--- src/hdl/ppt_pkg.sv ---
package ppt_pkg;

	localparam int TICKS_PER_SECOND = 1000;

	localparam int RATE_W    = 18;
	localparam int BUF_W     = 17;
	localparam int PER_W     = 16;
	localparam int CFG_W     = 18;
	localparam int CFG_IDX_W = 2;
	localparam int FUNC_W    = 2;
	localparam int TICKS_W   = 10;
	localparam int POS_W     = 16;
	localparam int PEND_W    = 16;
	localparam int REARM_W   = 26;
	localparam int FRAC_W    = 27;
	localparam int AMT_W     = 28;
	localparam int PFRAC_W   = 26;
	localparam int DVD_W     = 29;
	localparam int DVS_W     = 26;
	localparam int DIV_STEPS = DVD_W;
	localparam int DIV_CNT_W = 5;

	localparam logic [BUF_W-1:0]  BUF_MAX = BUF_W'(65536);

	localparam logic [RATE_W-1:0]  RST_SAMPLE_RATE   = RATE_W'(8000);
	localparam logic [BUF_W-1:0]   RST_BUFFER_FRAMES = BUF_W'(32768);
	localparam logic [PER_W-1:0]   RST_PERIOD_FRAMES = PER_W'(64);
	localparam logic [FRAC_W-1:0]  RST_REMAINDER     = FRAC_W'(64 * TICKS_PER_SECOND);

	localparam logic [CFG_IDX_W-1:0] CFG_SAMPLE_RATE   = 2'd0;
	localparam logic [CFG_IDX_W-1:0] CFG_BUFFER_FRAMES = 2'd1;
	localparam logic [CFG_IDX_W-1:0] CFG_PERIOD_FRAMES = 2'd2;

	localparam logic [FUNC_W-1:0] FUNC_QUERY    = 2'd0;
	localparam logic [FUNC_W-1:0] FUNC_CALLBACK = 2'd1;
	localparam logic [FUNC_W-1:0] FUNC_RESTART  = 2'd2;

	typedef enum logic [2:0] {
		ST_IDLE,
		ST_MUL,
		ST_POS_DIV,
		ST_PER_DIV,
		ST_FRM_DIV,
		ST_RATE_DIV,
		ST_OUT
	} ppt_state_t;

	typedef struct packed {
		logic             start;
		logic [DVD_W-1:0] dividend;
		logic [DVS_W-1:0] divisor;
	} ppt_div_req_t;

	typedef struct packed {
		logic             done;
		logic [DVD_W-1:0] quotient;
		logic [DVS_W-1:0] remainder;
	} ppt_div_rsp_t;

endpackage

--- src/hdl/ppt_ifs.sv ---
interface ppt_in_if;
	import ppt_pkg::*;

	logic                 valid;
	logic                 ready;
	logic [FUNC_W-1:0]    func;
	logic [TICKS_W-1:0]   delta_ticks;

	modport source (output valid, output func, output delta_ticks, input ready);
	modport sink (input valid, input func, input delta_ticks, output ready);
endinterface

interface ppt_out_if;
	import ppt_pkg::*;

	logic                 valid;
	logic                 ready;
	logic [POS_W-1:0]     position;
	logic [PEND_W-1:0]    periods_elapsed;
	logic                 period_event;
	logic [REARM_W-1:0]   rearm_ticks;

	modport source (output valid, output position, output periods_elapsed,
		output period_event, output rearm_ticks, input ready);
	modport sink (input valid, input position, input periods_elapsed,
		input period_event, input rearm_ticks, output ready);
endinterface

--- src/hdl/ppt_div.sv ---
module ppt_div (
	input  logic                  clk,
	input  logic                  arst_n,
	input  ppt_pkg::ppt_div_req_t req,
	output ppt_pkg::ppt_div_rsp_t rsp
);
	import ppt_pkg::*;

	logic                 busy_q;
	logic                 done_q;
	logic [DIV_CNT_W-1:0] cnt_q;
	logic [DVD_W-1:0]     quo_q;
	logic [DVS_W-1:0]     rem_q;
	logic [DVS_W-1:0]     den_q;

	logic [DVS_W:0]       trial;
	logic [DVS_W:0]       diff;
	logic                 step_bit;
	logic [DVS_W-1:0]     step_rem;

	// one quotient bit per cycle, restoring
	always_comb begin
		trial    = {rem_q, quo_q[DVD_W-1]};
		diff     = trial - {1'b0, den_q};
		step_bit = (trial >= {1'b0, den_q});
		step_rem = step_bit ? diff[DVS_W-1:0] : trial[DVS_W-1:0];
	end

	always_ff @(posedge clk or negedge arst_n) begin
		if (!arst_n) begin
			busy_q <= 1'b0;
			done_q <= 1'b0;
			cnt_q  <= '0;
		end else begin
			done_q <= 1'b0;
			if (req.start) begin
				busy_q <= 1'b1;
				cnt_q  <= '0;
			end else if (busy_q) begin
				cnt_q <= cnt_q + 1'b1;
				if (cnt_q == DIV_CNT_W'(DIV_STEPS - 1)) begin
					busy_q <= 1'b0;
					done_q <= 1'b1;
				end
			end
		end
	end

	always_ff @(posedge clk) begin
		if (req.start) begin
			quo_q <= req.dividend;
			rem_q <= '0;
			den_q <= req.divisor;
		end else if (busy_q) begin
			quo_q <= {quo_q[DVD_W-2:0], step_bit};
			rem_q <= step_rem;
		end
	end

	assign rsp.done      = done_q;
	assign rsp.quotient  = quo_q;
	assign rsp.remainder = rem_q;

endmodule

--- src/hdl/pcm_period_position_tracker_top.sv ---
// audio buffer position and period tracker
// in_item carries func (query, callback, restart) and the ticks elapsed since the
// last update; every accepted item gives exactly one out_item.
// configuration: cfg_we writes cfg_data into register cfg_index (0 sample rate,
// 1 buffer frames, 2 period frames); write only while no item is in flight.
// one item at a time: in_item.ready is high only while the sequencer is idle.
// all division goes through one shared radix-2 divider; an item makes up to
// four passes.
// path from accept to out_item.valid:
//   restart                       straight to the output
//   query or callback, zero ticks frame division (callback adds rate division)
//   query with ticks              multiply, position division, frame division
//   callback with ticks           as query with ticks, then rate division
// crossing a period boundary adds a period division after the position pass.
// the result register holds while out_item.ready is low; no new item is taken
// until the result is delivered.
// reset restores the register defaults, clears the position and pending count
// and loads one full period into the remainder; no clearing pass is needed.
module pcm_period_position_tracker_top (
	input  logic                           clk,
	input  logic                           arst_n,
	input  logic                           cfg_we,
	input  logic [ppt_pkg::CFG_IDX_W-1:0]  cfg_index,
	input  logic [ppt_pkg::CFG_W-1:0]      cfg_data,
	ppt_in_if.sink                         in_item,
	ppt_out_if.source                      out_item
);
	import ppt_pkg::*;

	ppt_state_t state_q;
	ppt_state_t state_d;

	logic [RATE_W-1:0]  rate_q;
	logic [BUF_W-1:0]   buf_q;
	logic [PER_W-1:0]   per_q;

	logic [FRAC_W-1:0]  pos_q;
	logic [FRAC_W-1:0]  rem_q;
	logic [PEND_W-1:0]  pend_q;

	logic [FUNC_W-1:0]  func_q;
	logic [AMT_W-1:0]   amount_q;
	logic [POS_W-1:0]   position_q;
	logic [PEND_W-1:0]  elapsed_q;
	logic               event_q;
	logic [REARM_W-1:0] rearm_q;

	logic [RATE_W-1:0]  rate_eff;
	logic [BUF_W-1:0]   buf_eff;
	logic [PER_W-1:0]   per_eff;
	logic [DVS_W-1:0]   buf_frac;
	logic [PFRAC_W-1:0] per_frac;

	logic               in_acc;
	logic               rem_le;
	logic [FRAC_W-1:0]  rem_sub;
	logic [DVD_W:0]     pend_sum;
	logic [PEND_W-1:0]  pend_sat;

	ppt_div_req_t div_req;
	ppt_div_rsp_t div_rsp;

	ppt_div u_div (
		.clk    (clk),
		.arst_n (arst_n),
		.req    (div_req),
		.rsp    (div_rsp)
	);

	always_comb begin
		rate_eff = (rate_q == '0) ? RATE_W'(1) : rate_q;
		buf_eff  = (buf_q == '0) ? BUF_W'(1) : ((buf_q > BUF_MAX) ? BUF_MAX : buf_q);
		per_eff  = (per_q == '0) ? PER_W'(1) : per_q;
		buf_frac = DVS_W'(buf_eff * TICKS_PER_SECOND);
		per_frac = PFRAC_W'(per_eff * TICKS_PER_SECOND);
		in_acc   = in_item.valid && in_item.ready;
		rem_le   = ({1'b0, rem_q} <= amount_q);
		rem_sub  = FRAC_W'({1'b0, rem_q} - amount_q);
		pend_sum = (DVD_W+1)'(pend_q) + (DVD_W+1)'(div_rsp.quotient) + 1'b1;
		pend_sat = (pend_sum > (DVD_W+1)'({PEND_W{1'b1}})) ? {PEND_W{1'b1}}
			: pend_sum[PEND_W-1:0];
	end

	always_ff @(posedge clk or negedge arst_n) begin
		if (!arst_n) begin
			state_q <= ST_IDLE;
		end else begin
			state_q <= state_d;
		end
	end

	always_comb begin
		state_d          = state_q;
		div_req.start    = 1'b0;
		div_req.dividend = '0;
		div_req.divisor  = '0;
		case (state_q)
			ST_IDLE: begin
				if (in_acc) begin
					if (in_item.func == FUNC_RESTART) begin
						state_d = ST_OUT;
					end else if (in_item.delta_ticks != '0) begin
						state_d = ST_MUL;
					end else begin
						state_d = ST_FRM_DIV;
					end
				end
			end
			ST_MUL: begin
				state_d = ST_POS_DIV;
			end
			ST_POS_DIV: begin
				if (div_rsp.done) begin
					state_d = rem_le ? ST_PER_DIV : ST_FRM_DIV;
				end
			end
			ST_PER_DIV: begin
				if (div_rsp.done) begin
					state_d = ST_FRM_DIV;
				end
			end
			ST_FRM_DIV: begin
				if (div_rsp.done) begin
					state_d = (func_q == FUNC_CALLBACK) ? ST_RATE_DIV : ST_OUT;
				end
			end
			ST_RATE_DIV: begin
				if (div_rsp.done) begin
					state_d = ST_OUT;
				end
			end
			ST_OUT: begin
				if (out_item.ready) begin
					state_d = ST_IDLE;
				end
			end
			default: begin
				state_d = ST_IDLE;
			end
		endcase

		// launch the shared divider on entry to a division state
		if (state_d != state_q) begin
			case (state_d)
				ST_POS_DIV: begin
					div_req.start    = 1'b1;
					div_req.dividend = DVD_W'(pos_q) + DVD_W'(amount_q);
					div_req.divisor  = buf_frac;
				end
				ST_PER_DIV: begin
					div_req.start    = 1'b1;
					div_req.dividend = DVD_W'(amount_q) - DVD_W'(rem_q);
					div_req.divisor  = DVS_W'(per_frac);
				end
				ST_FRM_DIV: begin
					div_req.start    = 1'b1;
					div_req.dividend = (state_q == ST_POS_DIV) ? DVD_W'(div_rsp.remainder)
						: DVD_W'(pos_q);
					div_req.divisor  = DVS_W'(TICKS_PER_SECOND);
				end
				ST_RATE_DIV: begin
					div_req.start    = 1'b1;
					div_req.dividend = DVD_W'(rem_q) + DVD_W'(rate_eff) - 1'b1;
					div_req.divisor  = DVS_W'(rate_eff);
				end
				default: begin
					div_req.start = 1'b0;
				end
			endcase
		end
	end

	always_ff @(posedge clk or negedge arst_n) begin
		if (!arst_n) begin
			rate_q <= RST_SAMPLE_RATE;
			buf_q  <= RST_BUFFER_FRAMES;
			per_q  <= RST_PERIOD_FRAMES;
			pos_q  <= '0;
			rem_q  <= RST_REMAINDER;
			pend_q <= '0;
		end else begin
			if (cfg_we) begin
				case (cfg_index)
					CFG_SAMPLE_RATE:   rate_q <= cfg_data[RATE_W-1:0];
					CFG_BUFFER_FRAMES: buf_q  <= cfg_data[BUF_W-1:0];
					CFG_PERIOD_FRAMES: per_q  <= cfg_data[PER_W-1:0];
					default: ;
				endcase
			end
			case (state_q)
				ST_IDLE: begin
					if (in_acc && in_item.func == FUNC_RESTART) begin
						pos_q  <= '0;
						rem_q  <= FRAC_W'(per_frac);
						pend_q <= '0;
					end
				end
				ST_POS_DIV: begin
					if (div_rsp.done) begin
						pos_q <= FRAC_W'(div_rsp.remainder);
						if (!rem_le) begin
							rem_q <= rem_sub;
						end
					end
				end
				ST_PER_DIV: begin
					// new remainder is one period less the overshoot into it
					if (div_rsp.done) begin
						rem_q  <= FRAC_W'(per_frac - div_rsp.remainder[PFRAC_W-1:0]);
						pend_q <= pend_sat;
					end
				end
				ST_RATE_DIV: begin
					if (div_rsp.done) begin
						pend_q <= '0;
					end
				end
				default: ;
			endcase
		end
	end

	always_ff @(posedge clk) begin
		if (in_acc) begin
			func_q     <= in_item.func;
			amount_q   <= AMT_W'(in_item.delta_ticks) * AMT_W'(rate_eff);
			position_q <= '0;
			elapsed_q  <= '0;
			event_q    <= 1'b0;
			rearm_q    <= '0;
		end else if (div_rsp.done) begin
			if (state_q == ST_FRM_DIV) begin
				position_q <= div_rsp.quotient[POS_W-1:0];
			end
			if (state_q == ST_RATE_DIV) begin
				elapsed_q <= pend_q;
				event_q   <= (pend_q != '0);
				rearm_q   <= div_rsp.quotient[REARM_W-1:0];
			end
		end
	end

	assign in_item.ready            = (state_q == ST_IDLE);
	assign out_item.valid           = (state_q == ST_OUT);
	assign out_item.position        = position_q;
	assign out_item.periods_elapsed = elapsed_q;
	assign out_item.period_event    = event_q;
	assign out_item.rearm_ticks     = rearm_q;

	a_rem_nonzero: assert property (@(posedge clk) disable iff (!arst_n)
		state_q == ST_IDLE |-> rem_q != '0)
		else $error("period remainder is zero while idle");

	a_event_match: assert property (@(posedge clk) disable iff (!arst_n)
		out_item.valid |-> out_item.period_event == (out_item.periods_elapsed != '0))
		else $error("period event disagrees with elapsed count");

	a_done_in_div: assert property (@(posedge clk) disable iff (!arst_n)
		div_rsp.done |-> (state_q == ST_POS_DIV || state_q == ST_PER_DIV ||
			state_q == ST_FRM_DIV || state_q == ST_RATE_DIV))
		else $error("divider finished outside a division state");

	a_pos_wrapped: assert property (@(posedge clk) disable iff (!arst_n)
		(state_q == ST_POS_DIV && div_rsp.done) |=> pos_q < FRAC_W'(buf_frac))
		else $error("position not reduced below buffer size");

endmodule
--- src/flat_wrapper.sv ---
// flat-port wrapper written by rule: the top's interface ports become plain ports
module pcm_period_position_tracker_top_flat import ppt_pkg::*;
  (clk, arst_n, cfg_we, cfg_index, cfg_data, in_item_valid, in_item_func, in_item_delta_ticks, in_item_ready, out_item_valid, out_item_position, out_item_periods_elapsed, out_item_period_event, out_item_rearm_ticks, out_item_ready);
  ppt_in_if in_item_i ();
  ppt_out_if out_item_i ();
  input  logic clk;
  input  logic arst_n;
  input  logic cfg_we;
  input  logic [ppt_pkg::CFG_IDX_W-1:0] cfg_index;
  input  logic [ppt_pkg::CFG_W-1:0] cfg_data;
  input wire logic [$bits(in_item_i.valid)-1:0] in_item_valid;
  input wire logic [$bits(in_item_i.func)-1:0] in_item_func;
  input wire logic [$bits(in_item_i.delta_ticks)-1:0] in_item_delta_ticks;
  output wire logic [$bits(in_item_i.ready)-1:0] in_item_ready;
  output wire logic [$bits(out_item_i.valid)-1:0] out_item_valid;
  output wire logic [$bits(out_item_i.position)-1:0] out_item_position;
  output wire logic [$bits(out_item_i.periods_elapsed)-1:0] out_item_periods_elapsed;
  output wire logic [$bits(out_item_i.period_event)-1:0] out_item_period_event;
  output wire logic [$bits(out_item_i.rearm_ticks)-1:0] out_item_rearm_ticks;
  input wire logic [$bits(out_item_i.ready)-1:0] out_item_ready;
  assign in_item_i.valid = in_item_valid;
  assign in_item_i.func = in_item_func;
  assign in_item_i.delta_ticks = in_item_delta_ticks;
  assign in_item_ready = in_item_i.ready;
  assign out_item_valid = out_item_i.valid;
  assign out_item_position = out_item_i.position;
  assign out_item_periods_elapsed = out_item_i.periods_elapsed;
  assign out_item_period_event = out_item_i.period_event;
  assign out_item_rearm_ticks = out_item_i.rearm_ticks;
  assign out_item_i.ready = out_item_ready;
  pcm_period_position_tracker_top u_core (.clk(clk), .arst_n(arst_n), .cfg_we(cfg_we), .cfg_index(cfg_index), .cfg_data(cfg_data), .in_item(in_item_i), .out_item(out_item_i));
endmodule
--- config.mk ---
export PLATFORM = sky130hd
export DESIGN_NAME = pcm_period_position_tracker_top_flat
export DESIGN_NICKNAME = d
export VERILOG_FILES = /design/src/hdl/ppt_pkg.sv /design/src/hdl/ppt_ifs.sv /design/src/hdl/ppt_div.sv /design/src/hdl/pcm_period_position_tracker_top.sv /design/src/flat_wrapper.sv
export SDC_FILE = /design/constraint.sdc
export NUM_CORES = 2
export LEC_CHECK = 0
export ABC_AREA = 1
export BUFFER_PORTS_ARGS = -buffer_cell sky130_fd_sc_hd__clkbuf_2
export CORE_MARGIN = 1.5
export CORE_UTILIZATION = 35
export CTS_CLUSTER_SIZE = 10
export DETAILED_ROUTE_END_ITERATION = 8
export HOLD_SLACK_MARGIN = 0.1
export SYNTH_ARGS = -nofsm -noshare
export SYNTH_HDL_FRONTEND = slang
export SYNTH_SLANG_ARGS = --single-unit
export TNS_END_PERCENT = 50
--- constraint.sdc ---
create_clock -name clk -period 6.15 [get_ports clk]
set_input_delay 0.3075 -clock clk [delete_from_list [all_inputs] [get_ports clk]]
set_output_delay 0.3075 -clock clk [all_outputs]
set_load 0.01 [all_outputs]
Yosys cells after proc, flatten, opt, wreduce, memory -nomap -nowiden
Index checks and enable logic that the tools add are counted.
{ "classes": {"addsub": 10, "magnitude_cmp": 4, "n_reduce_logical": 22, "n_mux": 43, "eq_ne": 21, "n_mul": 3} }
{ "op_table": {"columns": ["op", "n"], "rows": [
  ["case mux 55 bit (4 select lines)", 1],
  ["two-way mux 27 bit", 7],
  ["case mux 27 bit (3 select lines)", 1],
  ["two-way mux 16 bit", 5],
  ["two-way mux 29 bit", 2],
  ["two-way mux 56 bit", 1],
  ["case mux 27 bit (2 select lines)", 1],
  ["case mux 16 bit (3 select lines)", 1],
  ["two-way mux 17 bit", 2],
  ["adder 16 x 29 -> 30 bit", 1],
  ["adder 30 x 1 -> 30 bit (second input constant)", 1],
  ["greater-than comparator 30 x 16 -> 1 bit (second input constant)", 1],
  ["adder 27 x 28 -> 29 bit", 1],
  ["subtractor 28 x 27 -> 29 bit", 1],
  ["subtractor 29 x 1 -> 29 bit (second input constant)", 1],
  ["adder 27 x 18 -> 28 bit", 1],
  ["<= comparator 27 x 28 -> 1 bit", 1],
  ["multiplier 10 x 18 -> 28 bit", 1],
  [">= comparator 27 x 26 -> 1 bit", 1],
  ["two-way mux 3 bit", 9],
  ["subtractor 26 x 26 -> 27 bit", 1],
  ["subtractor 27 bit", 1],
  ["two-way mux 26 bit", 1],
  ["subtractor 26 bit", 1],
  ["32 further kinds", 59]
]} }
{ "totals": {"output_inout_bits": 61, "regBits": 301} }

Depth between registers and ports, before layout
{ "logic_depth": {"depth_word": 10, "mapped_depth": 36, "mapped_depth_nobuf": 35} }

Modules after synthesis
From an unflattened synthesis, not the netlist that was laid out.
{ "unflattened": {"cells_unflattened": 5583, "hier_area_um2": 37815.0} }
{ "modules_own_cells": {"columns": ["mod", "cells_per_inst", "instances", "seq_area_each_um2", "area_each_um2"], "rows": [
  ["pcm_period_position_tracker_top", 4781, 1, 5177.5, 32063.3],
  ["ppt_div", 802, 1, 2347.3, 5751.8]
]} }

Worst setup path before layout
Ideal clock, no wire load.
{ "synth_timing": {"path_type": "reg2reg", "startpoint": "reg u_core.per_q[6]", "endpoint": "reg u_core.rem_q[22]", "arrival_ps": 6203, "setup_ps": 131, "period_less_slack_ps": 6333, "slack_ps": -183, "path_buffers": 1, "path_stages_with_launch": 30, "required_ps": 6019, "cell_sequence": "dfstp_2 -> inv_1 -> ha_1 -> nand3_1 -> clkbuf_1 -> nand2_1 -> fa_1 -> fa_1 -> fa_1 -> fa_1 -> inv_1 -> ha_1 -> a21oi_1 -> o21ai_0 -> a21o_1 -> a21boi_0 -> o21bai_1 -> nand2_1 -> nand2_1 -> xor2_1 -> ha_1 -> nand2_1 -> nor4_1 -> nand3_1 -> nand3_1 -> a21oi_1 -> o21ai_0 -> nand3_1 -> nand2_1 -> o21ai_0"} }
{ "synth_between": {"elab_chain_cells": 6} }
{ "synth_lines": {"columns": ["element", "line", "text"], "rows": [
  ["start, declared", "pcm_period_position_tracker_top.sv:35", "logic [PER_W-1:0] per_q;"],
  ["start signal, assigned", "pcm_period_position_tracker_top.sv:186", "CFG_PERIOD_FRAMES: per_q <= cfg_data[PER_W-1:0];"],
  ["logical NOT 16 bit", "pcm_period_position_tracker_top.sv:73", "per_eff = (per_q == '0) ? PER_W'(1) : per_q;"],
  ["two-way mux 16 bit (*)", "pcm_period_position_tracker_top.sv:73", null],
  ["multiplier 16 x 7 -> 23 bit (*)", "pcm_period_position_tracker_top.sv:75", "per_frac = PFRAC_W'(per_eff * TICKS_PER_SECOND);"],
  ["subtractor 26 x 26 -> 27 bit", "pcm_period_position_tracker_top.sv:209", "rem_q <= FRAC_W'(per_frac - div_rsp.remainder[PFRAC_W-1:0]);"],
  ["two-way mux 27 bit", "pcm_period_position_tracker_top.sv:208", "if (div_rsp.done) begin"],
  ["case mux 27 bit (3 select lines) (*)", "pcm_period_position_tracker_top.sv:190", "case (state_q)"],
  ["end signal, assigned", "pcm_period_position_tracker_top.sv:194", "rem_q <= FRAC_W'(per_frac);"],
  ["end signal, assigned", "pcm_period_position_tracker_top.sv:202", "rem_q <= rem_sub;"],
  ["end signal, assigned", "pcm_period_position_tracker_top.sv:209", null],
  ["end, declared", "pcm_period_position_tracker_top.sv:38", "logic [FRAC_W-1:0] rem_q;"]
]} }
Every way passes the cells marked *; elsewhere a longest branch is shown, timed or not. The select of a mux whose other input is x is not followed.
A chain may end at the register's enable or synchronous reset.

Worst setup path in the final report
{ "layout_timing": {"startpoint": "reg u_core.per_q[6]", "endpoint": "reg u_core.rem_q[24]"} }
Same word-level chain as after synthesis.

==> flow_summary.toml <==
[outcome]
status = "completed"

[clock_tree]
cts_tree = "yes"
cts_sinks = 300
clk_path_buf_depth = 3
cts_max_level = 2
path_clk_slew_ns = 0.06
cts_root_buf = "clkbuf_16"
cts_made_buffers = 40
clock_latency_ns = 0.61

[yosys]
synth.distinct_cells = 65
yosysSeqAreaShare_pct = 21.13
synth_top_area_share_pct = 14.00
synthesis.nets = 5655
synth_edf_count = 85
ys.flop_type = "dfrtp_1"
avgSynthCellArea_um2 = 7.066
async_reset_ff_share_pct = 43.33
yosys_warnings = 0
synth_top_cell_by_area = "nand2_1"
syn-instance-count = 5040
synthTopCellsByArea = "nand2_1, fa_1, ha_1, inv_1, dfrtp_1"
synth.ff_latch_count = 300
syn_area_um2 = 35610

[setup_path]
worstReg2RegStart = "u_core.per_q[6]$_DFFE_PN1P_"
path_class = "reg -> reg"
worst_setup_path_end_kind = "flop"
critPathSlowestCell = "fa_2"
critPathRequiredTime_ns = 6.64
startpoint_type = "flop"
cp.arrival_ns = 6.60
r2r_end = "u_core.rem_q[24]$_DFFE_PN0P_"
max_stage_delay_ns = 0.56
cp_max_fo = 7
r2r_slack_ns = 0.04
cp-endpoint = "u_core.rem_q[24]$_DFFE_PN0P_"
reg2reg_depth = 29
startpoint = "u_core.per_q[6]$_DFFE_PN1P_"

[layout]
insertedDiodeCount = 0
final_layout_size_suffix_gt1_share_pct = 12.05
layout_commonest_cell = "nand2_1"
syn_to_final_growth_pct = 15.44
final_cell_mix = "nand2_1, inv_1, a21oi_1"
fillers = 10630
finalNetCount = 5877

[run]
maxCapViolCount = 0

[route]
drtAntennaViolNets = 0
drc = 0
dr.pass1.iters = 6
via_per_inst = 5.136
routed_wl_um = 130000
vias = 34150
first_iter_violations = 2539
routedWlPerCell_um = 19.55

[global_route]
grtUsageMet1_pct = 35.17
grt.busiest_layer = "met2"
grt_usage_pct = 24.96
grt_use_met2_pct = 39.70
antenna_found_initial = 2
grt_use_met3_pct = 2.459
grt_pass1_wl_um = 197900
gr-total-overflow = 0
grt_start_max_net_pins = 78
grt_pass1_vias = 33040

[floorplan]
initial_core_util_pct = 35.46
coreArea_um2 = 100400
die_w_um = 322.0
rows = 116
dieArea_um2 = 103700
dieHeight_um = 322.0
io_pins = 98

[placed_design]
gp_congestion = 1.002
dp_slack_ns = -0.2958
hpwl_um = 105900
port_buffers = 97

[timing]
fmax_mhz = 163.8
final.period_utilization_pct = 99.30
fin_skew_ns = 0.02926
finalHoldViolations = 0
setup_tns_ns = 0
worstMarginPinSlew_ns = 1.197
fin_ws_ns = 0.04323
maxSlewHeadroom_pct = 20.02
min_period_ns = 6.107
maxSlewViolCount = 0
rsz0062_at_grt = "yes"
setup_violations = 0

[hold_path]
min_path_type = "in -> reg"
-- cell type report --
class                           instances  area [um2]  area share (%)
Timing Repair Buffer                  337        2346           5.706
Clock inverter                         10       120.1          0.2922
Tap cell                             1357        1698           4.130
Inverter                              838        3151           7.663
Sequential cell                       300        7525           18.30
Clock buffer                           63        1169           2.842
Multi-Input combinational cell       3745       25110           61.06
-- synthesized netlist by cell type, types with 14 or more instances --
master    instances
a22oi_1          14
xnor2_1          63
nor3_1           32
o211ai_1         30
o21bai_1         19
ha_1            337
a21o_1           21
o21ai_0         258
a31oi_1          24
edfxtp_1         85
nor2_1          364
a21boi_0         17
nand2_1        1328
clkbuf_1        103
o22ai_1          20
or2_2            22
dfrtp_1         116
fa_1            241
dfxtp_1          85
inv_1           825
dfstp_2          14
xor2_1           93
nand3_1         223
nand4_1          75
nor4_1           24
a21oi_1         407
buf_2            31
-- how the worst min path moves through the flow --
stage / from / end / slack (ns) / depth (start not counted)
after floorplan: arst_n / u_core.buf_q[0]$_DFFE_PN0P_ / 0.01 / 0
after global placement: arst_n / u_core.per_q[15]$_DFFE_PN0P_ / 0.41 / 1
after detailed placement: arst_n / u_core.per_q[15]$_DFFE_PN0P_ / 0.41 / 1
after CTS: cfg_data[1] / u_core.buf_q[1]$_DFFE_PN0P_ / 0.11 / 3
after global routing: cfg_data[8] / u_core.per_q[8]$_DFFE_PN0P_ / 0.12 / 3
final: cfg_data[15] / u_core.buf_q[15]$_DFFE_PN1P_ / 0.09 / 3
-- routing by layer --
| metal | share of wire (%) | vias to the layer above |
|---|---|---|
| li1 | - | 16640 |
| met1 | 47 | 16370 |
| met2 | 44 | 967 |
| met3 | 5.5 | 180 |
| met4 | 3.8 | 0 |
| met5 | 0 | - |
-- logic make-up (layout without fill, tap and decap cells) --
family / Yosys count / in the layout / share of synthesized area, %
AND/OR/NAND/NOR: 2128 / 2128 / 24.93
buffers and inverters: 995 / 1248 / 10.74
AO/OA/AOI/OAI: 881 / 881 / 13.93
adder cells (fa/ha/maj): 578 / 578 / 25.39
flip-flops: 300 / 300 / 21.13
XOR/XNOR: 156 / 156 / 3.837
other: 1 / 1 / 0.01053
multiplexers: 1 / 1 / 0.03162
-- sequential cells by signal (all words and copies together) (netlist names), 3 cells and up --
register                         cells
u_core.u_div.quo_q                  29
u_core.amount_q                     28
u_core.rem_q                        27
u_core.out_item.rearm_ticks         26
u_core.pos_q                        26
u_core.u_div.den_q                  26
u_core.u_div.rem_q                  26
u_core.rate_q                       18
u_core.buf_q                        17
u_core.out_item.periods_elapsed     16
u_core.out_item.position            16
u_core.pend_q                       16
u_core.per_q                        16
u_core.u_div.cnt_q                   5
u_core.state_q                       3
-- critical path, delay by kind of cell (launching register included) --
kind | cells | cell delay (ns)
AO/OA/AOI/OAI | 12 | 1.45
XOR/XNOR | 1 | 0.23
adder cells (fa/ha/maj) | 7 | 2.76
buffers and inverters | 5 | 0.55
flip-flops | 1 | 0.53
AND/OR/NAND/NOR | 4 | 0.46
-- per-stage QoR --
step                      hold WS, ns  utilization (%)  instances  area [um2]
after detailed placement       0.4051            38.56       6547       38720
after CTS                      0.1079            40.10       6632       40270
after global routing           0.1215            40.93       6650       41110
final                         0.08613            40.93       6650       41110
after floorplan               0.01191                -       5040       35610
after global placement         0.4118            38.56       6547       38720
-- what timing repair did --
action / CTS / global route
endpoints found under the setup margin: 14 / 30
hold buffers: 9 / 0
setup buffers: 3 / 18
gates resized for setup: 52 / 164
endpoints found under the hold margin: 73 / 0
pin swaps: 16 / 81
Power is left out: the tool's default activity adds up to more than one toggle a clock period on the data nets, which glitch-free logic cannot reach.
